[src/hdl/ure_pkg.sv]
`timescale 1ns / 1ps
`default_nettype none

package ure_pkg;

    localparam int TICK_W    = 16;
    localparam int BIT_IDX_W = 4;
    localparam int BYTE_W    = 8;

    typedef enum logic [1:0] {
        PH_IDLE  = 2'd0,
        PH_START = 2'd1,
        PH_DATA  = 2'd2,
        PH_ECHO  = 2'd3
    } phase_t;

    typedef struct packed {
        logic              tx_line;
        logic              byte_valid;
        logic [BYTE_W-1:0] byte_value;
        logic              stop_error;
        logic              echo_busy;
    } result_t;

endpackage

`default_nettype wire

[src/hdl/ure_frame.sv]
`timescale 1ns / 1ps
`default_nettype none

module ure_frame
    import ure_pkg::*;
#(
    parameter int DATA_BITS = 8
)
(
    input  wire logic              clk,
    input  wire logic              rst_n,
    input  wire logic              step_en,
    input  wire logic              rx_bit,
    input  wire logic [TICK_W-1:0] period_cfg,
    output result_t                res
);

    localparam logic [BIT_IDX_W-1:0] LastData = BIT_IDX_W'(DATA_BITS);
    localparam logic [BIT_IDX_W-1:0] StopIdx  = BIT_IDX_W'(DATA_BITS + 1);

    phase_t                phase_reg, phase_next;
    logic [TICK_W-1:0]     tick_count_reg, tick_count_next;
    logic [BIT_IDX_W-1:0]  bit_index_reg, bit_index_next;
    logic [BYTE_W-1:0]     shift_byte_reg, shift_byte_next;
    logic                  tx_level_reg, tx_level_next;

    logic [TICK_W-1:0]     period;
    logic [TICK_W-1:0]     tick_inc;
    logic                  half_hit;
    logic                  bit_hit;
    logic [BIT_IDX_W-1:0]  echo_idx;
    logic [BIT_IDX_W-1:0]  echo_pos;

    assign period   = (period_cfg == '0) ? TICK_W'(1) : period_cfg;
    assign tick_inc = tick_count_reg + TICK_W'(1);
    assign half_hit = (tick_inc >= (period_cfg >> 1));
    assign bit_hit  = (tick_inc >= period);
    assign echo_idx = bit_index_reg + BIT_IDX_W'(1);
    assign echo_pos = echo_idx - BIT_IDX_W'(1);

    // phase sequencing
    always_comb
    begin
        phase_next = phase_reg;
        unique case (phase_reg)
            PH_IDLE:
            begin
                if (!rx_bit)
                begin
                    phase_next = PH_START;
                end
            end
            PH_START:
            begin
                if (half_hit)
                begin
                    phase_next = rx_bit ? PH_IDLE : PH_DATA;
                end
            end
            PH_DATA:
            begin
                if (bit_hit && (bit_index_reg >= LastData))
                begin
                    phase_next = rx_bit ? PH_ECHO : PH_IDLE;
                end
            end
            PH_ECHO:
            begin
                if (bit_hit && (echo_idx != StopIdx)
                    && !((echo_idx >= BIT_IDX_W'(1)) && (echo_idx <= LastData)))
                begin
                    phase_next = PH_IDLE;
                end
            end
            default:
            begin
                phase_next = PH_IDLE;
            end
        endcase
    end

    // datapath and result
    always_comb
    begin
        tick_count_next = tick_count_reg;
        bit_index_next  = bit_index_reg;
        shift_byte_next = shift_byte_reg;
        tx_level_next   = tx_level_reg;
        res.tx_line     = tx_level_reg;
        res.echo_busy   = (phase_reg == PH_ECHO);
        res.byte_valid  = 1'b0;
        res.byte_value  = '0;
        res.stop_error  = 1'b0;
        unique case (phase_reg)
            PH_IDLE:
            begin
                if (!rx_bit)
                begin
                    tick_count_next = '0;
                end
            end
            PH_START:
            begin
                tick_count_next = tick_inc;
                if (half_hit)
                begin
                    tick_count_next = '0;
                    if (!rx_bit)
                    begin
                        bit_index_next  = '0;
                        shift_byte_next = '0;
                    end
                end
            end
            PH_DATA:
            begin
                tick_count_next = tick_inc;
                if (bit_hit)
                begin
                    tick_count_next = '0;
                    if (bit_index_reg < LastData)
                    begin
                        if (bit_index_reg < BIT_IDX_W'(BYTE_W))
                        begin
                            shift_byte_next[bit_index_reg[2:0]] = rx_bit;
                        end
                        bit_index_next = bit_index_reg + BIT_IDX_W'(1);
                    end
                    else if (!rx_bit)
                    begin
                        res.stop_error = 1'b1;
                        bit_index_next = '0;
                    end
                    else
                    begin
                        res.byte_valid = 1'b1;
                        res.byte_value = shift_byte_reg;
                        bit_index_next = '0;
                        tx_level_next  = 1'b0;
                    end
                end
            end
            PH_ECHO:
            begin
                tick_count_next = tick_inc;
                if (bit_hit)
                begin
                    tick_count_next = '0;
                    bit_index_next  = echo_idx;
                    if ((echo_idx >= BIT_IDX_W'(1)) && (echo_idx <= LastData))
                    begin
                        tx_level_next = (echo_pos < BIT_IDX_W'(BYTE_W))
                                        ? shift_byte_reg[echo_pos[2:0]] : 1'b0;
                    end
                    else if (echo_idx == StopIdx)
                    begin
                        tx_level_next = 1'b1;
                    end
                    else
                    begin
                        tx_level_next  = 1'b1;
                        bit_index_next = '0;
                    end
                end
            end
            default:
            begin
                tick_count_next = '0;
            end
        endcase
    end

    always_ff @(posedge clk or negedge rst_n)
    begin
        if (!rst_n)
        begin
            phase_reg      <= PH_IDLE;
            tick_count_reg <= '0;
            bit_index_reg  <= '0;
            shift_byte_reg <= '0;
            tx_level_reg   <= 1'b1;
        end
        else if (step_en)
        begin
            phase_reg      <= phase_next;
            tick_count_reg <= tick_count_next;
            bit_index_reg  <= bit_index_next;
            shift_byte_reg <= shift_byte_next;
            tx_level_reg   <= tx_level_next;
        end
    end

`ifndef SYNTHESIS
    a_valid_error_excl: assert property (@(posedge clk) disable iff (!rst_n)
        step_en |-> !(res.byte_valid && res.stop_error))
        else $error("byte_valid and stop_error together");

    a_good_byte_echo: assert property (@(posedge clk) disable iff (!rst_n)
        (step_en && res.byte_valid) |=> (phase_reg == PH_ECHO) && !tx_level_reg)
        else $error("good frame did not start echo");

    a_tx_idle_high: assert property (@(posedge clk) disable iff (!rst_n)
        (phase_reg != PH_ECHO) |-> tx_level_reg)
        else $error("tx line low outside echo");

    a_bit_index_range: assert property (@(posedge clk) disable iff (!rst_n)
        bit_index_reg <= StopIdx)
        else $error("bit index out of range");
`endif

endmodule

`default_nettype wire

[src/hdl/ure_out_reg.sv]
`timescale 1ns / 1ps
`default_nettype none

module ure_out_reg
    import ure_pkg::*;
(
    input  wire logic    clk,
    input  wire logic    rst_n,
    input  wire logic    load,
    input  wire result_t res_in,
    input  wire logic    out_stall,
    output logic         can_load,
    output logic         out_valid,
    output result_t      res_out
);

    logic    vld_reg, vld_next;
    result_t res_reg;

    assign can_load  = !vld_reg || !out_stall;
    assign vld_next  = load || (vld_reg && out_stall);
    assign out_valid = vld_reg;
    assign res_out   = res_reg;

    always_ff @(posedge clk or negedge rst_n)
    begin
        if (!rst_n)
        begin
            vld_reg <= 1'b0;
        end
        else
        begin
            vld_reg <= vld_next;
        end
    end

    always_ff @(posedge clk)
    begin
        if (load)
        begin
            res_reg <= res_in;
        end
    end

`ifndef SYNTHESIS
    a_no_overwrite: assert property (@(posedge clk) disable iff (!rst_n)
        (vld_reg && out_stall) |-> !load)
        else $error("pending result overwritten");

    a_hold_stalled: assert property (@(posedge clk) disable iff (!rst_n)
        (vld_reg && out_stall) |=> vld_reg && $stable(res_reg))
        else $error("stalled result changed");

    a_load_shows: assert property (@(posedge clk) disable iff (!rst_n)
        load |=> vld_reg)
        else $error("loaded result not presented");
`endif

endmodule

`default_nettype wire

[src/hdl/uart_8n1_receive_and_echo_core.sv]
`timescale 1ns / 1ps
`default_nettype none

// UART 8N1 receiver with echo: one sample of the receive line per transaction on the
// input channel and one result per transaction on the output channel. An item passes
// through the input register and then the result register, and a new sample is taken
// every cycle while the output is not stalled; the frame state updates once per item in
// a single pass between those two registers. bit_period_ticks is the number of samples
// per bit time and is written through the configuration channel, which is always
// ready; write it only while no item is in flight.

module uart_8n1_receive_and_echo_core
    import ure_pkg::*;
#(
    parameter int DATA_BITS = 8
)
(
    input  wire logic              clk,
    input  wire logic              rst_n,
    input  wire logic              cfg_valid,
    output logic                   cfg_ready,
    input  wire logic [TICK_W-1:0] bit_period_ticks,
    input  wire logic              in_valid,
    output logic                   in_stall,
    input  wire logic              rx_level,
    output logic                   out_valid,
    input  wire logic              out_stall,
    output logic                   tx_line,
    output logic                   byte_valid,
    output logic [BYTE_W-1:0]      byte_value,
    output logic                   stop_error,
    output logic                   echo_busy
);

    localparam logic [TICK_W-1:0] PeriodReset = TICK_W'(2604);

    logic [TICK_W-1:0] period_reg;
    logic              in_vld_reg, in_vld_next;
    logic              rx_reg;
    logic              can_load;
    logic              step_en;
    logic              in_take;
    result_t           res_step;
    result_t           res_out;

    assign cfg_ready   = 1'b1;
    assign step_en     = in_vld_reg && can_load;
    assign in_stall    = in_vld_reg && !can_load;
    assign in_take     = in_valid && !in_stall;
    assign in_vld_next = in_take || (in_vld_reg && !step_en);

    always_ff @(posedge clk or negedge rst_n)
    begin
        if (!rst_n)
        begin
            period_reg <= PeriodReset;
            in_vld_reg <= 1'b0;
        end
        else
        begin
            in_vld_reg <= in_vld_next;
            if (cfg_valid && cfg_ready)
            begin
                period_reg <= bit_period_ticks;
            end
        end
    end

    always_ff @(posedge clk)
    begin
        if (in_take)
        begin
            rx_reg <= rx_level;
        end
    end

    ure_frame #(
        .DATA_BITS (DATA_BITS)
    ) u_frame (
        .clk        (clk),
        .rst_n      (rst_n),
        .step_en    (step_en),
        .rx_bit     (rx_reg),
        .period_cfg (period_reg),
        .res        (res_step)
    );

    ure_out_reg u_out_reg (
        .clk       (clk),
        .rst_n     (rst_n),
        .load      (step_en),
        .res_in    (res_step),
        .out_stall (out_stall),
        .can_load  (can_load),
        .out_valid (out_valid),
        .res_out   (res_out)
    );

    assign tx_line    = res_out.tx_line;
    assign byte_valid = res_out.byte_valid;
    assign byte_value = res_out.byte_value;
    assign stop_error = res_out.stop_error;
    assign echo_busy  = res_out.echo_busy;

`ifndef SYNTHESIS
    a_in_reg_held: assert property (@(posedge clk) disable iff (!rst_n)
        (in_vld_reg && !step_en) |=> in_vld_reg && $stable(rx_reg))
        else $error("waiting sample lost");

    a_step_needs_room: assert property (@(posedge clk) disable iff (!rst_n)
        step_en |-> (!out_valid || !out_stall))
        else $error("step with full result register");

    a_stall_only_full: assert property (@(posedge clk) disable iff (!rst_n)
        in_stall |-> in_vld_reg && out_valid && out_stall)
        else $error("input stalled without cause");
`endif

endmodule

`default_nettype wire
[config.mk]
export PLATFORM = sky130hd
export DESIGN_NAME = uart_8n1_receive_and_echo_core
export DESIGN_NICKNAME = d
export VERILOG_FILES = /design/src/hdl/ure_pkg.sv /design/src/hdl/ure_frame.sv /design/src/hdl/ure_out_reg.sv /design/src/hdl/uart_8n1_receive_and_echo_core.sv
export SDC_FILE = /design/constraint.sdc
export NUM_CORES = 1
export LEC_CHECK = 0
export BUFFER_PORTS_ARGS = -buffer_cell sky130_fd_sc_hd__buf_4
export CAP_MARGIN = 20
export CORE_MARGIN = 8
export CORE_UTILIZATION = 35
export CTS_BUF_LIST = sky130_fd_sc_hd__clkbuf_4 sky130_fd_sc_hd__clkbuf_8
export DETAILED_ROUTE_END_ITERATION = 7
export GPL_TIMING_DRIVEN = 0
export PLACE_DENSITY = 0.54
export SETUP_SLACK_MARGIN = 0.4
export SLEW_MARGIN = 20
export SYNTH_ARGS = -nofsm -noshare
export SYNTH_HDL_FRONTEND = slang
export SYNTH_HIERARCHICAL = 1
export SYNTH_SLANG_ARGS = --single-unit
[constraint.sdc]
create_clock -name clk -period 3.6 [get_ports clk]
set_input_delay 0.72 -clock clk [delete_from_list [all_inputs] [get_ports clk]]
set_output_delay 0.72 -clock clk [all_outputs]
set_load 0.02 [all_outputs]
==> metrics <==
period utilization 90.9%; Syn. warnings 6; Row Count 39; antenna violations before repair 0; worst path cell trace buf_6 -> nand3_4 -> or4_4 -> xnor2_4 -> ha_4 -> a22oi_2 -> o211ai_1 -> a311oi_2 -> o21ai_4 -> buf_6 -> o22ai_4 -> buf_6 -> a21oi_1 -> o22ai_1; power per cell area 560 nW/um^2; Req. time, crit path 3.86 ns; Max Cap Viol 0; total design power 2990 uW; HPWL Detailed 6850 um; fin worst setup slack 0.326 ns; GRT Total Usage 13.5%; clock transition at the registers of the reported paths 0.08 ns; synthesized area per cell 10.0 um^2; Design Area, Final 5340 um^2; number of global-route vias before repair 3314; Syn Inst Count 404; grt ovf 0; Synth async-reset ratio 79.0%; Setup Crit Path Kind register to register; crit path max-delay cell type or4_4; crit path max fanout 8; vias post-DR 3250; R2R setup slack 0.33 ns; Logic pwr share 40.8%; clk sink count 62; max frequency 305 MHz; FF+latch count, synth 62; Area after DPL 4490 um^2; Initial Util 35.6%; delay of the slowest cell on the worst path 0.55 ns; Hold Fails Final Rpt 0; DR WL/cell 15.7 um; Final Max Slew Viols 0; clock period minus worst slack 3.27 ns; Syn-to-layout area delta 32.0%; slew margin rel. 37.9%; sequential share of power 31.5%; r2r endpoint u_frame/tick_count_reg[12]; Pre-antenna DRT Iters 4; Post-synth EDFFs 13; share of the synthesized area in the top cell type 26.6%; area leader, netlist dfrtp_1; CTS max path bufs 2; syn nets 462; die width 124 um; Placer Congestion 0.814; Worst Path Arrival 3.53 ns; clock buffer count from CTS 9; Final ANT Viol Nets 0; Die ar. 15300 um^2; pin count of the biggest net entering global routing 50; routed wire length 9800 um; sequential-to-total area share from yosys stat 40.1%; Die Span Y 124 um; switching share of power 36.9%; Hold WC Path Type input port to asynchronous set/reset pin; CP Launch Type register; CP Capture Type register; # DRC 0; Unique masters post-synth 64; VDD IR max 0.000277 V; Min Hold Slack 0.406 ns; post-DR vias/cell 5.22; Lkg Pwr 0.00241 uW; I/O Buffers 34; num ports 37; Clock Skews 0.00789 ns; H-tree depth 3; DP Worst Slack -0.492 ns; RSZ-0062 raised after global routing true; P_sw 1100 uW; first-pass GRT wire length 16300 um; Clock Latency Late Sink 0.34 ns; hold_buf cts 0; Synth area leaders dfrtp_1 27%, ha_1 11%, edfxtp_1 9.7%; setup TNS 0 ns; clock network power share 27.7%; Slew @ Worst Pin 0.932 ns; final setup fails 0; crit-path most repeated cell buf_6; CTS tree done; Post-synth top flop dfrtp_1; Iteration-0 DRC Markers 180; Int Pwr 1890 uW; outcome finished, final reports clean; core region area 11400 um^2; r2r startpoint u_frame/tick_count_reg[1]; r2r worst-path depth 14; number of diodes 0; layout cell share with drive strength beyond 1 32.3%; Cell Area, Synth 4050 um^2; fin nets 533; CTS Root Buffer Type clkbuf_8
[cell type report]
cell class                 count  area, um^2
buffer                        16         114
multi-input combinational    284        2520
fill                        1022        6030
timing repair buffer          60         472
sequential                    62        1630
clock buffer                   9         124
clock inverter                 7         146
tap                          143         179
inverter                      42         158
[metal layers]
| layer | vias to the layer above | wire length, um | track usage (%) |
|---|---|---|---|
| li1 | 1602 | - | - |
| met1 | 1563 | 4780 | 18.1 |
| met2 | 73 | 4430 | 20.4 |
| met3 | 12 | 419 | 3.24 |
| met4 | 0 | 168 | 5.34 |
| met5 | - | 0 | 0 |
[power by group through the flow]
stage,clock [uW],sequential (uW),combinational [uW]
finish,830,943,1220
global route,883,958,1360
CTS,849,939,1150
detailed placement,0,954,1000
global placement,0,952,972
floorplan,0,939,724
[kinds of logic (layout without fill, tap and decap cells)]
kind of cell	count (synthesis)	in the layout	synth area share, %
and+or+nand+nor	122	122	15.8
AOI/OAI and AO/OA	89	89	15.9
DFF	62	62	40.1
buffers and inverters	58	134	6.40
adders and majority gates	36	36	11.1
muxes	24	24	7.73
xor gates and xnor gates	12	12	2.78
other	1	1	0.0927
[repair_timing]
| action | in CTS | in global routing |
|---|---|---|
| cloned | 2 | 0 |
| buffers inserted | 18 | 6 |
| pin swaps | 22 | 33 |
| hold endpoints to repair | 0 | 0 |
| setup endpoints to repair | 40 | 38 |
| resized for setup | 38 | 26 |
[critical path, delay by kind of cell, from the launching register on]
kind,cells,cell delay (ns)
DFF,1,0.42
AOI/OAI and AO/OA,7,1.18
buffers and inverters,3,0.44
adders and majority gates,1,0.26
xor gates and xnor gates,1,0.25
and+or+nand+nor,2,0.65
[cells in the final DEF, fill, tap and decap left out, types with 10 or more instances in the layout]
| cell type | n |
|---|---|
| buf_4 | 57 |
| mux2_4 | 10 |
| o21ai_0 | 12 |
| ha_1 | 29 |
| nand3_1 | 12 |
| edfxtp_1 | 13 |
| a21oi_1 | 14 |
| and2_1 | 12 |
| dfrtp_1 | 42 |
| inv_1 | 42 |
| nor2_1 | 12 |
| nand2_1 | 33 |
[cell usage after synthesis (all sizes together), types with 6 or more instances]
cell,instances
dfrtp,43
nand4,8
ha,36
nor2,17
inv,42
and2,12
a21oi,15
edfxtp,13
nand2b,9
dfstp,6
buf,7
nand3,14
o21ai,18
nor3,6
a32o,9
o211ai,9
o22ai,6
clkbuf,9
mux2,18
nand2,37
xnor2,7
[per-stage QoR]
step           utilization, %  std cells
3_3_place_gp             39.5        581
3_5_place_dp             39.5        581
6_report                 47.0        623
5_1_grt                  47.0        623
4_1_cts                  45.0        617
2_1_floorplan               -        404
[worst max path at each step]
| stage | start | endpoint | slack [ns] | depth (start not counted) |
|---|---|---|---|---|
| final | u_frame/tick_count_reg[1] | u_frame/tick_count_reg[12] | 0.33 | 14 |
| after global routing | u_frame/tick_count_reg[3] | u_frame/shift_byte_reg[3] | 0.18 | 15 |
| after CTS | u_frame/tick_count_reg[3] | u_frame/shift_byte_reg[3] | 0.34 | 14 |
| after detailed placement | u_frame/tick_count_reg[0] | u_frame/tick_count_reg[13] | -0.49 | 11 |
| after global placement | u_frame/tick_count_reg[0] | u_frame/tick_count_reg[13] | -0.45 | 11 |
| after floorplan | u_frame/tick_count_reg[4] | u_frame/tick_count_reg[12] | 0.39 | 13 |
(Power assumes the default switching activity.)
